**src/design/ulsan_pkg.sv**
```systemverilog
`timescale 1ns / 1ps

package ulsan_pkg;

  // Replacement character U+FFFD as UTF-8
  localparam logic [7:0] RPL_B0 = 8'hEF;
  localparam logic [7:0] RPL_B1 = 8'hBF;
  localparam logic [7:0] RPL_B2 = 8'hBD;

  // Lead byte bounds
  localparam logic [7:0] ASCII_TOP  = 8'h7F;
  localparam logic [7:0] LEAD2_LO   = 8'hC2;
  localparam logic [7:0] LEAD2_HI   = 8'hDF;
  localparam logic [7:0] LEAD3_LO   = 8'hE0;
  localparam logic [7:0] LEAD3_HI   = 8'hEF;
  localparam logic [7:0] LEAD4_LO   = 8'hF0;
  localparam logic [7:0] LEAD4_HI   = 8'hF4;
  localparam logic [7:0] LEAD_E0    = 8'hE0;
  localparam logic [7:0] LEAD_ED    = 8'hED;
  localparam logic [7:0] LEAD_F0    = 8'hF0;
  localparam logic [7:0] LEAD_F4    = 8'hF4;

  // Continuation ranges
  localparam logic [7:0] CONT_LO    = 8'h80;
  localparam logic [7:0] CONT_HI    = 8'hBF;
  localparam logic [7:0] E0_LO      = 8'hA0;
  localparam logic [7:0] ED_HI      = 8'h9F;
  localparam logic [7:0] F0_LO      = 8'h90;
  localparam logic [7:0] F4_HI      = 8'h8F;

  localparam int unsigned MAX_BURST = 6;

  typedef enum logic [2:0] {
    LEAD_ASCII,
    LEAD_TWO,
    LEAD_THREE,
    LEAD_FOUR,
    LEAD_BAD
  } lead_kind_t;

  typedef struct packed {
    lead_kind_t  kind;
    logic [1:0]  need;
    logic [7:0]  lo;
    logic [7:0]  hi;
  } lead_info_t;

  typedef struct packed {
    logic [7:0] in_byte;
    logic       in_last;
  } in_beat_t;

  typedef struct packed {
    logic [7:0] out_byte;
    logic       out_last;
    logic       out_end;
  } out_beat_t;

  // All output bytes caused by one input byte
  typedef struct packed {
    logic [MAX_BURST-1:0][7:0] bytes;
    logic [2:0]                cnt;
    logic                      last;
  } burst_t;

endpackage

```
**src/design/utf8_lossy_sanitizer_unit.sv**
```systemverilog
`timescale 1ns / 1ps

// Streaming UTF-8 sanitizer: raw bytes in, always-valid UTF-8 out, with each
// maximal ill-formed subpart replaced by EF BF BD. One input beat is taken per
// cycle while the burst queue has room; a byte that holds part of a sequence
// produces nothing, otherwise it produces a burst of 1 to 6 output beats.
// The output side sends one beat per cycle while out_stall is low, so sustained
// throughput is one input byte per cycle for text whose bursts average one
// byte, and a byte that causes k beats holds the output until all k are sent.
// QUEUE_DEPTH bursts are buffered between the classifier and the serializer;
// when it fills, in_stall rises. out_last marks the last beat caused by one
// input byte, out_end the last beat of a string.
module utf8_lossy_sanitizer_unit #(
  parameter int unsigned QUEUE_DEPTH = 4
) (
  input  logic                 clk,
  input  logic                 rst_n,
  input  logic                 in_valid,
  output logic                 in_stall,
  input  ulsan_pkg::in_beat_t  in_data,
  output logic                 out_valid,
  input  logic                 out_stall,
  output ulsan_pkg::out_beat_t out_data
);

  logic              accept;
  logic              push;
  ulsan_pkg::burst_t push_data;
  logic              full;
  logic              pop;
  logic              head_valid;
  ulsan_pkg::burst_t head_data;

  assign in_stall = full;
  assign accept   = in_valid && !in_stall;

  ulsan_front u_front (
    .clk       (clk),
    .rst_n     (rst_n),
    .accept    (accept),
    .in_data   (in_data),
    .push      (push),
    .push_data (push_data)
  );

  ulsan_queue #(
    .DEPTH (QUEUE_DEPTH)
  ) u_queue (
    .clk        (clk),
    .rst_n      (rst_n),
    .push       (push),
    .push_data  (push_data),
    .full       (full),
    .pop        (pop),
    .head_valid (head_valid),
    .head_data  (head_data)
  );

  ulsan_back u_back (
    .clk        (clk),
    .rst_n      (rst_n),
    .head_valid (head_valid),
    .head_data  (head_data),
    .pop        (pop),
    .out_valid  (out_valid),
    .out_stall  (out_stall),
    .out_data   (out_data)
  );

endmodule

```
**src/design/ulsan_front.sv**
```systemverilog
`timescale 1ns / 1ps

module ulsan_front (
  input  logic              clk,
  input  logic              rst_n,
  input  logic              accept,
  input  ulsan_pkg::in_beat_t in_data,
  output logic              push,
  output ulsan_pkg::burst_t push_data
);

  logic [1:0]       need_r, need_nxt;
  logic [7:0]       lo_r, lo_nxt;
  logic [7:0]       hi_r, hi_nxt;
  logic [2:0][7:0]  held_r, held_nxt;
  logic [1:0]       hcnt_r, hcnt_nxt;

  logic [5:0][7:0]  b;
  logic [2:0]       n;
  logic [7:0]       x;
  logic             mismatch;
  logic             as_lead;
  ulsan_pkg::lead_info_t li;

  function automatic ulsan_pkg::lead_info_t decode_lead(input logic [7:0] v);
    ulsan_pkg::lead_info_t r;
    r.kind = ulsan_pkg::LEAD_BAD;
    r.need = 2'd0;
    r.lo   = ulsan_pkg::CONT_LO;
    r.hi   = ulsan_pkg::CONT_HI;
    if (v <= ulsan_pkg::ASCII_TOP) begin
      r.kind = ulsan_pkg::LEAD_ASCII;
    end else if (v >= ulsan_pkg::LEAD2_LO && v <= ulsan_pkg::LEAD2_HI) begin
      r.kind = ulsan_pkg::LEAD_TWO;
      r.need = 2'd1;
    end else if (v >= ulsan_pkg::LEAD3_LO && v <= ulsan_pkg::LEAD3_HI) begin
      r.kind = ulsan_pkg::LEAD_THREE;
      r.need = 2'd2;
      if (v == ulsan_pkg::LEAD_E0) r.lo = ulsan_pkg::E0_LO;
      if (v == ulsan_pkg::LEAD_ED) r.hi = ulsan_pkg::ED_HI;
    end else if (v >= ulsan_pkg::LEAD4_LO && v <= ulsan_pkg::LEAD4_HI) begin
      r.kind = ulsan_pkg::LEAD_FOUR;
      r.need = 2'd3;
      if (v == ulsan_pkg::LEAD_F0) r.lo = ulsan_pkg::F0_LO;
      if (v == ulsan_pkg::LEAD_F4) r.hi = ulsan_pkg::F4_HI;
    end
    return r;
  endfunction

  always_comb begin
    x        = in_data.in_byte;
    li       = decode_lead(x);
    b        = '0;
    n        = 3'd0;
    need_nxt = need_r;
    lo_nxt   = lo_r;
    hi_nxt   = hi_r;
    held_nxt = held_r;
    hcnt_nxt = hcnt_r;

    mismatch = (need_r != 2'd0) && ((x < lo_r) || (x > hi_r));
    as_lead  = (need_r == 2'd0) || mismatch;

    if (mismatch) begin
      b[n] = ulsan_pkg::RPL_B0; n = n + 3'd1;
      b[n] = ulsan_pkg::RPL_B1; n = n + 3'd1;
      b[n] = ulsan_pkg::RPL_B2; n = n + 3'd1;
      need_nxt = 2'd0;
      hcnt_nxt = 2'd0;
      lo_nxt   = ulsan_pkg::CONT_LO;
      hi_nxt   = ulsan_pkg::CONT_HI;
    end

    if (as_lead) begin
      unique case (li.kind)
        ulsan_pkg::LEAD_ASCII: begin
          b[n] = x; n = n + 3'd1;
        end
        ulsan_pkg::LEAD_BAD: begin
          b[n] = ulsan_pkg::RPL_B0; n = n + 3'd1;
          b[n] = ulsan_pkg::RPL_B1; n = n + 3'd1;
          b[n] = ulsan_pkg::RPL_B2; n = n + 3'd1;
        end
        default: begin
          held_nxt[0] = x;
          hcnt_nxt    = 2'd1;
          need_nxt    = li.need;
          lo_nxt      = li.lo;
          hi_nxt      = li.hi;
        end
      endcase
    end else begin
      need_nxt = need_r - 2'd1;
      lo_nxt   = ulsan_pkg::CONT_LO;
      hi_nxt   = ulsan_pkg::CONT_HI;
      if (need_nxt == 2'd0) begin
        // sequence complete: release held bytes, then this one
        for (int k = 0; k < 3; k++) begin
          if (2'(k) < hcnt_r) begin
            b[n] = held_r[k];
            n = n + 3'd1;
          end
        end
        b[n] = x; n = n + 3'd1;
        hcnt_nxt = 2'd0;
      end else begin
        held_nxt[hcnt_r] = x;
        hcnt_nxt = hcnt_r + 2'd1;
      end
    end

    if (in_data.in_last) begin
      if (need_nxt != 2'd0) begin
        b[n] = ulsan_pkg::RPL_B0; n = n + 3'd1;
        b[n] = ulsan_pkg::RPL_B1; n = n + 3'd1;
        b[n] = ulsan_pkg::RPL_B2; n = n + 3'd1;
      end
      need_nxt = 2'd0;
      hcnt_nxt = 2'd0;
      lo_nxt   = ulsan_pkg::CONT_LO;
      hi_nxt   = ulsan_pkg::CONT_HI;
    end
  end

  assign push           = accept && (n != 3'd0);
  assign push_data.bytes = b;
  assign push_data.cnt   = n;
  assign push_data.last  = in_data.in_last;

  always_ff @(posedge clk) begin
    if (!rst_n) begin
      need_r <= 2'd0;
      hcnt_r <= 2'd0;
      lo_r   <= ulsan_pkg::CONT_LO;
      hi_r   <= ulsan_pkg::CONT_HI;
    end else if (accept) begin
      need_r <= need_nxt;
      hcnt_r <= hcnt_nxt;
      lo_r   <= lo_nxt;
      hi_r   <= hi_nxt;
    end
  end

  always_ff @(posedge clk) begin
    if (accept) begin
      held_r <= held_nxt;
    end
  end

  // a pending sequence always has its lead held
  a_hold_consistent: assert property (@(posedge clk) disable iff (!rst_n)
    (need_r == 2'd0) == (hcnt_r == 2'd0))
    else $error("held count out of step with pending continuations");

  // held bytes plus pending continuations never exceed a four-byte sequence
  a_hold_bound: assert property (@(posedge clk) disable iff (!rst_n)
    (need_r != 2'd0) |-> (({1'b0, need_r} + {1'b0, hcnt_r}) <= 3'd4))
    else $error("held bytes exceed sequence length");

endmodule

```
**src/design/ulsan_queue.sv**
```systemverilog
`timescale 1ns / 1ps

module ulsan_queue #(
  parameter int unsigned DEPTH = 4
) (
  input  logic              clk,
  input  logic              rst_n,
  input  logic              push,
  input  ulsan_pkg::burst_t push_data,
  output logic              full,
  input  logic              pop,
  output logic              head_valid,
  output ulsan_pkg::burst_t head_data
);

  localparam int unsigned PTR_W = (DEPTH > 1) ? $clog2(DEPTH) : 1;
  localparam int unsigned CNT_W = $clog2(DEPTH + 1);

  ulsan_pkg::burst_t  mem_r [DEPTH];
  logic [PTR_W-1:0]   wr_r, wr_nxt;
  logic [PTR_W-1:0]   rd_r, rd_nxt;
  logic [CNT_W-1:0]   cnt_r, cnt_nxt;

  assign full       = (cnt_r == CNT_W'(DEPTH));
  assign head_valid = (cnt_r != '0);
  assign head_data  = mem_r[rd_r];

  always_comb begin
    wr_nxt  = wr_r;
    rd_nxt  = rd_r;
    cnt_nxt = cnt_r;
    if (push) begin
      wr_nxt = (wr_r == PTR_W'(DEPTH - 1)) ? '0 : wr_r + PTR_W'(1);
    end
    if (pop) begin
      rd_nxt = (rd_r == PTR_W'(DEPTH - 1)) ? '0 : rd_r + PTR_W'(1);
    end
    if (push && !pop) begin
      cnt_nxt = cnt_r + CNT_W'(1);
    end else if (pop && !push) begin
      cnt_nxt = cnt_r - CNT_W'(1);
    end
  end

  always_ff @(posedge clk) begin
    if (!rst_n) begin
      wr_r  <= '0;
      rd_r  <= '0;
      cnt_r <= '0;
    end else begin
      wr_r  <= wr_nxt;
      rd_r  <= rd_nxt;
      cnt_r <= cnt_nxt;
    end
  end

  always_ff @(posedge clk) begin
    if (push) begin
      mem_r[wr_r] <= push_data;
    end
  end

  a_no_overflow: assert property (@(posedge clk) disable iff (!rst_n)
    push |-> !full)
    else $error("burst pushed into full queue");

  a_no_underflow: assert property (@(posedge clk) disable iff (!rst_n)
    pop |-> head_valid)
    else $error("pop from empty queue");

  a_burst_len: assert property (@(posedge clk) disable iff (!rst_n)
    push |-> (push_data.cnt != 3'd0 && push_data.cnt <= 3'(ulsan_pkg::MAX_BURST)))
    else $error("burst length out of range");

endmodule

```
**src/design/ulsan_back.sv**
```systemverilog
`timescale 1ns / 1ps

module ulsan_back (
  input  logic                 clk,
  input  logic                 rst_n,
  input  logic                 head_valid,
  input  ulsan_pkg::burst_t    head_data,
  output logic                 pop,
  output logic                 out_valid,
  input  logic                 out_stall,
  output ulsan_pkg::out_beat_t out_data
);

  logic [2:0] idx_r, idx_nxt;
  logic       final_one;
  logic       take;

  assign final_one = (idx_r == 3'(head_data.cnt - 3'd1));
  assign out_valid = head_valid;
  assign take      = out_valid && !out_stall;
  assign pop       = take && final_one;

  assign out_data.out_byte = head_data.bytes[idx_r];
  assign out_data.out_last = final_one;
  assign out_data.out_end  = final_one && head_data.last;

  always_comb begin
    idx_nxt = idx_r;
    if (take) begin
      idx_nxt = final_one ? 3'd0 : idx_r + 3'd1;
    end
  end

  always_ff @(posedge clk) begin
    if (!rst_n) begin
      idx_r <= 3'd0;
    end else begin
      idx_r <= idx_nxt;
    end
  end

  a_idx_in_burst: assert property (@(posedge clk) disable iff (!rst_n)
    head_valid |-> (idx_r < head_data.cnt))
    else $error("byte index past end of burst");

endmodule

```
**config.mk**
```make
export PLATFORM = sky130hd
export DESIGN_NAME = utf8_lossy_sanitizer_unit
export DESIGN_NICKNAME = d
export VERILOG_FILES = /design/src/design/ulsan_pkg.sv /design/src/design/utf8_lossy_sanitizer_unit.sv /design/src/design/ulsan_front.sv /design/src/design/ulsan_queue.sv /design/src/design/ulsan_back.sv
export SDC_FILE = /design/constraint.sdc
export NUM_CORES = 1
export LEC_CHECK = 0
export ABC_AREA = 1
export ABC_CLOCK_PERIOD_IN_PS = 8500
export BUFFER_PORTS_ARGS = -buffer_cell sky130_fd_sc_hd__buf_4
export CAP_MARGIN = 20
export CELL_PAD_IN_SITES_DETAIL_PLACEMENT = 1
export CELL_PAD_IN_SITES_GLOBAL_PLACEMENT = 2
export CORE_MARGIN = 8
export CORE_UTILIZATION = 30
export DETAILED_ROUTE_END_ITERATION = 10
export GPL_TIMING_DRIVEN = 0
export PLACE_DENSITY_LB_ADDON = 0.1
export SLEW_MARGIN = 20
export SYNTH_ARGS = -nofsm -noshare
export SYNTH_HDL_FRONTEND = slang
export SYNTH_SLANG_ARGS = --single-unit
```
**constraint.sdc**
```tcl
create_clock -name clk -period 8.5 [get_ports clk]
set_clock_uncertainty 0.2 [all_clocks]
set_input_delay 0.425 -clock clk [delete_from_list [all_inputs] [get_ports clk]]
set_output_delay 0.425 -clock clk [all_outputs]
set_load 0.01 [all_outputs]
```
# == Word level (Yosys, flattened, before mapping) ==
# Memory sizes are Yosys's and may differ from the RTL's. A register that Yosys moved wholly into a read port is not among the register bits.
# Cells that the tools add are included.
# word_totals
output_inout_bits,12
mem_bits_rw,208
in_bits,13
word_cells,230
n_memories,1
regBits,54
# mem_list
memory,depth,word_bits,rd,rd_clocked_by_memory_dff,write_ports,line_no,source
u_queue.mem_r,4,52,1,1,1,ulsan_queue.sv:19,ulsan_pkg::burst_t mem_r [DEPTH];
# classes
order_cmp,33
n_reduce_logical,39
mux,97
bitwise,20
addsub,17
eq_ne,12
# ops
cell,n
48-bit 2-to-1 mux,13
48-bit bitwise mux,5
8-bit demux with 3-bit select,9
8-bit 2-to-1 mux,22
42-bit OR,3
48-bit case mux with 2 select lines,1
36-bit OR,2
3-bit 2-to-1 mux,17
21-bit 2-to-1 mux,2
21-bit by 42-bit OR with 42-bit output,1
3-bit by 4-bit less-than comparator with 1-bit output (second input constant),9
8-bit == test (second input constant),4
3-bit by 1-bit adder with 3-bit output (second input constant),10
2-bit 2-to-1 mux,14
12-bit AND,2
8-bit binary-select mux with 3-bit select,1
24-bit bitwise mux,1
3-bit by 1-bit >= comparator with 1-bit output (second input constant),8
8-bit >= comparator (second input constant),3
8-bit <= comparator (second input constant),3
24-bit 2-to-1 mux,1
12-bit inverter,2
6-bit inverter,4
1-bit logical AND,21
other kinds (37),60

# == Depth between registers and ports, before layout ==
# Gate-level depths: netlist of run 1.
# depth
ltp_word,30
ltp_mapped,35
ltp_nobuf,35

# == Cells and area by module ==
# From an unflattened synthesis of run 1, not the netlist that was laid out.
# unflattened
cells_unflattened,1386
hier_area_um2,13140.1
# modules_own_cells
mod,area_per_inst_um2,instances,cells_each,seq_area_each_um2
ulsan_queue,8146.6,1,562,6426.2
ulsan_front,4274.1,1,696,880.8
ulsan_back,709.4,1,126,60.1
utf8_lossy_sanitizer_unit,10.0,1,2,0.0

# == Worst setup path after synthesis of run 1 ==
# OpenSTA, ideal clock, no wires.
# synth_timing
kind,input to register
from,input port in_data[6] in the netlist's numbering
to,"memory u_queue.mem_r[0][0] in the netlist's numbering, enable pin"
path_buffers,1
setup_time_ns,0.462
t_arrival_ns,6.493
slack_ns,1.346
cell_stages,23
required_time_ns,7.838
path_cell_list,ha_1 -> nor2_1 -> nor2_1 -> nand3_4 -> nand2_2 -> buf_1 -> fa_1 -> nand2_1 -> inv_1 -> nor2_1 -> inv_1 -> ha_1 -> a211o_1 -> nand3_1 -> inv_1 -> ha_1 -> nor2_4 -> a21oi_1 -> nand2_1 -> inv_2 -> nand2_2 -> nand2_2 -> nor2_1
# synth_between
elab_chain_len,28
word_cells_on_any_way,55
cone_classes,add/sub (9); order compare (9); eq/ne (1); mux (25); reduce/logical (11)
# synth_lines
element,line_no,source
from (decl),utf8_lossy_sanitizer_unit.sv:20,"input ulsan_pkg::in_beat_t in_data,"
8-bit less-than comparator / 8-bit > comparator (equally long branches),ulsan_front.sv:61,mismatch = (need_r != 2'd0) && ((x < lo_r) || (x > hi_r));
1-bit logical OR,ulsan_front.sv:61,
1-bit logical AND,ulsan_front.sv:61,
2-bit 2-to-1 mux,ulsan_front.sv:64,if (mismatch) begin
2-bit by 1-bit adder with 3-bit output,"ulsan_front.sv:77, ulsan_front.sv:80, ulsan_front.sv:101",
3-bit 2-to-1 mux,ulsan_front.sv:99,if (2'(k) < hcnt_r) begin
3-bit 2-to-1 mux,ulsan_front.sv:96,if (need_nxt == 2'd0) begin
3-bit 2-to-1 mux,ulsan_front.sv:74,if (as_lead) begin
[12 not listed],-,
3-bit by 1-bit adder with 3-bit output,ulsan_front.sv:115,b[n] = ulsan_pkg::RPL_B1; n = n + 3'd1;
3-bit by 1-bit adder with 3-bit output,ulsan_front.sv:116,b[n] = ulsan_pkg::RPL_B2; n = n + 3'd1;
3-bit 2-to-1 mux,ulsan_front.sv:113,if (need_nxt != 2'd0) begin
3-bit 2-to-1 mux (*),ulsan_front.sv:112,if (in_data.in_last) begin
3-bit nonzero test (*),ulsan_front.sv:125,assign push = accept && (n != 3'd0);
1-bit logical AND (*),ulsan_front.sv:125,
1-bit 2-to-1 mux (*),ulsan_queue.sv:58,if (push) begin
1-bit 2-to-1 mux (not written as such) (*),ulsan_queue.sv:59,mem_r[wr_r] <= push_data;
to (decl),ulsan_queue.sv:19,
# Mark *: on every way between the ends. The rest lies on a longest branch, timed or not. The select of a mux whose other input is x is not followed.

# == Worst setup path after layout of run 1 ==
# layout_timing
from,input port in_data[7] in the netlist's numbering
to,register u_queue.cnt_r[2]
# layout_between
elab_chain_len,29
word_cells_on_any_way,58
cone_classes,add/sub (9); order compare (9); eq/ne (1); mux (24); reduce/logical (15)
# layout_lines
element,line_no,source
8-bit less-than comparator / 8-bit > comparator (equally long branches),ulsan_front.sv:61,
1-bit logical OR,ulsan_front.sv:61,
1-bit logical AND,ulsan_front.sv:61,
2-bit 2-to-1 mux,ulsan_front.sv:64,
2-bit by 1-bit adder with 3-bit output,"ulsan_front.sv:77, ulsan_front.sv:80, ulsan_front.sv:101",
3-bit 2-to-1 mux,ulsan_front.sv:99,
3-bit 2-to-1 mux,ulsan_front.sv:96,
3-bit 2-to-1 mux,ulsan_front.sv:74,
[14 not listed],-,
3-bit 2-to-1 mux,ulsan_front.sv:113,
3-bit 2-to-1 mux (*),ulsan_front.sv:112,
3-bit nonzero test (*),ulsan_front.sv:125,
1-bit logical AND (*),ulsan_front.sv:125,
via push,utf8_lossy_sanitizer_unit.sv:27,logic push;
1-bit zero test,ulsan_queue.sv:40,end else if (pop && !push) begin
1-bit logical AND,ulsan_queue.sv:40,
2-bit nonzero test (no line),-,
to (signal assigned),ulsan_queue.sv:53,cnt_r <= cnt_nxt;
to (decl),ulsan_queue.sv:22,"logic [CNT_W-1:0] cnt_r, cnt_nxt;"
# The timed path passes the listed nets; every way through them passes the cells marked *. The select of a mux whose other input is x is not followed.
# A chain may end at the register's enable or synchronous reset.

==> results of run 1 <==
stage by stage:
step                      power (uW)  utilization [%]
after global routing            3931            35.47
after global placement          2457            32.16
final                           3752            35.47
after detailed placement        2502            32.95
after floorplan                 2061                -
after CTS                       3809            35.47
synthesized netlist by cell type, types with 3 or more instances:
| library cell | instances | area [um^2] |
|---|---|---|
| inv_1 | 110 | 412.9 |
| o22ai_1 | 24 | 150.1 |
| nand3_2 | 8 | 80.08 |
| o31ai_1 | 4 | 30.03 |
| clkbuf_1 | 50 | 187.7 |
| nand2_1 | 211 | 792.0 |
| nor3_1 | 5 | 25.02 |
| inv_2 | 9 | 33.78 |
| o2111ai_1 | 5 | 43.79 |
| nor2_1 | 166 | 623.1 |
| nand4_1 | 8 | 50.05 |
| o221ai_1 | 34 | 297.8 |
| nand3_1 | 60 | 300.3 |
| o211ai_1 | 47 | 352.8 |
| edfxtp_1 | 232 | 6967 |
| o21ai_0 | 189 | 945.9 |
| buf_2 | 9 | 45.04 |
| nand2_2 | 18 | 112.6 |
| ha_1 | 29 | 362.9 |
| a221oi_1 | 5 | 43.79 |
| dfxtp_1 | 20 | 400.4 |
| a21oi_1 | 40 | 200.2 |
| buf_4 | 3 | 22.52 |
| clkinv_1 | 4 | 15.01 |
| o21ai_1 | 4 | 20.02 |
power by group:
part / total [uW] / switching [uW] / internal, uW
clock: 1290 / 492 / 800
combinational: 915 / 633 / 281
sequential: 1550 / 37.2 / 1510
flip-flops by register name, indices dropped and copies added, names as in the netlist, named ones only:
name            count
u_queue.mem_r     208
u_front.held_r     24
u_back.idx_r        3
u_queue.cnt_r       3
u_front.hcnt_r      2
u_front.hi_r        2
u_front.lo_r        2
u_front.need_r      2
u_queue.rd_r        2
u_queue.wr_r        2
final cells by class:
type                            count  area [um^2]
Buffer                             66        285.3
Clock buffer                       38        789.5
Clock inverter                     14        197.7
Fill cell                        4779        27550
Inverter                          123        461.7
Multi-Input combinational cell    890         4791
Sequential cell                   252         7367
Tap cell                          546        683.2
Timing Repair Buffer               44        570.5
path summary, 6_finish.rpt:
path,slack (ns),to,from
setup reg to reg,1.75,u_queue.cnt_r[2],u_front.hi_r[5]
setup / recovery,1.43,u_queue.cnt_r[2],in_data[7]
hold reg to reg,0.27,u_front.lo_r[5],u_front.lo_r[5]
hold / removal,0.05,u_front.held_r[20],in_data[5]
cell usage in the layout, fill, tap and decap left out, types with 3 or more instances in the layout:
cell and count:
nor2_1 162, nor3_1 5, nand3_2 8, buf_4 26
o21ai_0 189, buf_2 9, nand3_1 60, o2111ai_1 5
dfxtp_1 20, bufinv_16 5, nand2_2 18, a21oi_1 40
o211ai_1 47, nand4_1 8, edfxtp_1 232, inv_2 9
o22ai_1 24, dlygate4sd3_1 9, clkinv_2 4, nor2_4 6
buf_12 3, clkbuf_16 29, a221oi_1 5, o221ai_1 34
ha_1 29, o21ai_1 4, clkinv_1 7, buf_16 9
inv_1 110, clkbuf_8 3, o31ai_1 4, clkbuf_1 56
nand2_1 211
what timing repair did:
item | CTS | global route
hold endpoints to repair | 22 | 0
hold buffers | 9 | 0
setup endpoints to repair | 0 | 0
logic make-up after synthesis:
family                   count (synthesis)  share of synthesized area (%)
AO/OA/AOI/OAI                          363                          16.86
buffers and inverters                  189                          5.802
flip-flops                             252                          57.22
AND/OR/NAND/NOR                        492                          16.72
XOR/XNOR                                 4                         0.2722
adder cells (fa/ha/maj)                 31                          3.129
critical path, delay by kind of cell:
| kind | cells | cell delay, ns |
|---|---|---|
| adder cells (fa/ha/maj) | 5 | 1.79 |
| AO/OA/AOI/OAI | 3 | 0.48 |
| AND/OR/NAND/NOR | 16 | 2.21 |
| buffers and inverters | 12 | 2.40 |
layer usage:
| layer | global-route usage [%] | wire length [um] | vias up |
|---|---|---|---|
| met3 | 2.167 | 1617 | 59 |
| met2 | 32.98 | 23190 | 170 |
| li1 | - | - | 4883 |
| met5 | 0 | 0 | - |
| met1 | 24.34 | 21330 | 4988 |
| met4 | 5.331 | 1189 | 0 |
==> flow_summary.yaml, run 1 <==
floorplan:
  io-pin-count: 25
  rows: 76
  fp.coreArea_um2: 42700
  dieWidth_um: 223.2
  initial_core_util_pct: 30.15
  die_h_um: 223.2
  dieArea_um2: 49800
sta:
  period_needed_ns: 7.065
  maxSlewViolCount: 0
  setup_viol_count_final: 0
  final.setup.tns_ns: 0
  maxClockFrequency_mhz: 141.5
  max_slew_margin_pct: 42.92
  hold_vio_cnt_final: 0
  rsz_0062_raised_after_global_routing: "no"
  crit_share_post_route_pct: 83.12
  timing.hold.ws_ns: 0.04600
  worst_pin_slew_ns: 0.8473
  worst_slack_ns: 1.435
logic_synthesis:
  seq_area_frac_synth_pct: 57.22
  netlist_area_um2: 12870
  mappedNetlistNets: 1375
  ys_seq_elements: 252
  synth-main-ff-cell: "edfxtp_1"
  yosys_warnings: 0
  asyncSetResetFlopFracSynth_pct: 0
  synth.lib_cells_used.distinct: 50
  average_size_of_a_mapped_cell_um2: 9.673
  synthesis.instances: 1331
  synth_enable_flop_cells: 232
clocking:
  htreeDepth: 1
  clkTransAtPathRegs_ns: 0.06
  cts_tree: "done"
  cts-buffers-inserted: 28
  cts.sink_count: 252
  worst_skew_pair.late_latency_ns: 0.55
  post-cts-setup-buffers: 0
  clock-root-buffer: "clkbuf_16"
  cts-resized-gates: 0
  clock_tree.buffer_depth: 3
placed_design:
  placed_cells_incl_taps: 1912
  placed_inst_area_um2: 14070
  place_ws_ns: 1.342
  io_buffers: 23
  gpl.final_weighted_congestion: 0.8620
  post-dp-hpwl_um: 35880
global_routing:
  global_route.overflow_total: 0
  vias_in_the_first_global_route: 10640
  globalRouteTotalUtil_pct: 18.86
  grt_max_degree: 22
  antenna_violations_before_repair: 1
  global_route_wire_length_before_repair_um: 70690
layout:
  n_antenna_cell: 0
  finish.instance_area_um2: 15150
  stdcell_count: 1973
  synthToLayoutAreaGrowth_pct: 17.64
  final_layout_size_suffix_gt1_share_pct: 10.09
  nets: 1449
setup_path:
  timing.critical_path.to_type: "flip-flop"
  setup.worst_path.start_class: "primary input"
  critPathArrivalTime_ns: 7.34
  critical_path.slowest_cell: "buf_1"
  required_time_of_the_critical_path_ns: 8.78
  critPathMostFrequentCell: "inv_1"
  timing_worst_setup_path_type: "primary input to flip-flop"
  worstPathMaxFanout: 13
  reg2reg_depth: 34
  critical-path-max-stage-delay_ns: 0.62
routing:
  detail_route.drc_violations: 0
  avgRoutedWirePerCell_um: 23.99
  drt-pass1-iter-count: 5
  drt_first_iter_violations: 702
  detail_route.vias_per_cell: 5.119
  final_antenna_net_count: 0
  detailroute.via_count: 10100
  postRouteWirelength_um: 47330
status:
  outcome: "complete, no violations"
power_and_ir_drop:
  vdd_ir_drop_max_uv: 159.2
  power_per_cell_area_nw_per_um2: 247.7
  cellLeakagePower_uw: 0.005850
flow_run:
  drv.max_cap_violation_count: 0
hold_path:
  holdPathStages: 1
  min-delay-path-class: "primary input to flip-flop"
Note: power is estimated with default switching activity, not from simulation.
==> inputs of run 2 (changes only) <==
Settings changed: ABC_CLOCK_PERIOD_IN_PS 8500 to 6100.
Clock period 8.5 ns to 6.1 ns, I/O delays scaled along.
==> run 2 against run 1 <==
  * Die area unchanged
  * Design area increased by 0.16%
  * Power increased by 39%
  * Worst hold slack better by 0.068 ns
  * Worst setup slack worse by 0.97 ns
  * Highest routed layer unchanged
  * Clock power up 40%
==> flow_summary.yaml, run 2 (synthesis results as in run 1) <==
setup_path:
  timing_worst_setup_path_type: "primary input to flip-flop"
  timing.critical_path.to_type: "flip-flop"
  required_time_of_the_critical_path_ns: 6.41
  critical-path-max-stage-delay_ns: 0.54
  worstPathMaxFanout: 13
  critPathArrivalTime_ns: 5.95
  critical_path.slowest_cell: "dlygate4sd3_1"
  critical-path-top-delay-family: "adder cells"
  setup.worst_path.start_class: "primary input"
  critPathBufInv: 9
clocking:
  worst_skew_pair.late_latency_ns: 0.59
  cts_tree: "done"
  clock_tree.buffer_depth: 3
  cts.sink_count: 252
  clkTransAtPathRegs_ns: 0.06
  clock-root-buffer: "clkbuf_16"
  cts-buffers-inserted: 30
  htreeDepth: 1
floorplan:
  dieWidth_um: 223.2
  rows: 76
  dieArea_um2: 49800
  fp.coreArea_um2: 42700
  die_h_um: 223.2
  initial_core_util_pct: 30.15
  io-pin-count: 25
layout:
  max_flop_register: "u_queue.mem_r"
  largest_reg_flops: 208
  n_antenna_cell: 0
  stdcell_count: 1980
  mostFrequentLayoutCells: "edfxtp_1 (232), nand2_1 (211), o21ai_0 (189)"
  postLayoutCoreUtil_pct: 35.53
  nets: 1454
  mostFrequentLayoutCell: "edfxtp_1"
  leading_registers_by_flop_count: "u_queue.mem_r (208), u_front.held_r (24)"
  synthToLayoutAreaGrowth_pct: 17.82
  final_layout_size_suffix_gt1_share_pct: 11.23
global_routing:
  globalRouteTotalUtil_pct: 18.84
  global_route_wire_length_before_repair_um: 70460
  grt_max_degree: 22
  global_route.overflow_total: 0
  antenna_violations_before_repair: 0
  vias_in_the_first_global_route: 10570
sta:
  hold_vio_cnt_final: 0
  crit_share_post_route_pct: 92.35
  rsz_0062_raised_after_global_routing: "no"
  worst_pin_slew_ns: 0.8358
  maxClockFrequency_mhz: 177.5
  timing.hold.ws_ns: 0.1136
  max_slew_margin_pct: 43.69
  final.setup.tns_ns: 0
  period_needed_ns: 5.634
  maxSlewViolCount: 0
  setup_viol_count_final: 0
  worst_slack_ns: 0.4664
routing:
  detail_route.vias_per_cell: 5.107
  drt-pass1-iter-count: 4
  drt_first_iter_violations: 644
  detail_route.drc_violations: 0
  avgRoutedWirePerCell_um: 23.96
  detailroute.via_count: 10110
  final_antenna_net_count: 0
  postRouteWirelength_um: 47450
hold_path:
  min-delay-path-class: "primary input to flip-flop"
placed_design:
  place_ws_ns: -1.039
  gpl.final_weighted_congestion: 0.8568
  placed_cells_incl_taps: 1908
  io_buffers: 23
  post-dp-hpwl_um: 35430
flow_run:
  drv.max_cap_violation_count: 0
power_and_ir_drop:
  vdd_ir_drop_max_uv: 240.8
  power_per_cell_area_nw_per_um2: 344.4
  cellLeakagePower_uw: 0.005847
status:
  outcome: "complete, no violations"
[run 2: per-stage QoR]
step	total power [uW]	area, um^2
floorplan	2869	12880
global placement	3416	13740
detailed placement	3461	13940
CTS	5290	15100
global route	5470	15170
finish	5225	15170
[run 2: layout make-up]
cell class	instances	area, um^2
plain buffers	65	291.5
clock buffers	41	852.1
clock inverters	15	165.2
fillers	4831	27530
inverters	123	469.2
multi-input cells	890	4836
flip-flops and latches	252	7367
well taps	546	683.2
repair buffers	48	505.5
[run 2: timing repair]
item | CTS | global route
resized for setup | 7 | 10
hold buffers | 12 | 0
pin swaps | 1 | 2
endpoints found under the hold margin | 35 | 0
endpoints found under the setup margin | 276 | 168
buffers inserted | 1 | 4
[run 2: final timing paths]
path	end	startpoint	slack, ns	depth (start not counted)
max	u_queue.cnt_r[2]	in_data[6]	0.47	33
max reg2reg	u_queue.cnt_r[2]	u_front.need_r[0]	0.53	30
min reg2reg	u_front.lo_r[5]	u_front.lo_r[5]	0.27	2
min	u_front.held_r[4]	in_data[5]	0.11	3
[run 2: worst min-delay path, stage by stage]
cell and delay (ns):
buf_4 0.19, inv_2 0.16, nor2_1 0.12
[run 2: power by group]
part	internal, uW	switching [uW]	total (uW)
clock network	1070	746	1810
registers	2100	49.5	2150
logic	378	882	1260
[run 2: layer usage]
layer	share of wire, %	global-route usage, %
met3	3.1	2.062
met1	46	24.58
met2	49	33.33
met5	0	0
met4	1.9	3.929
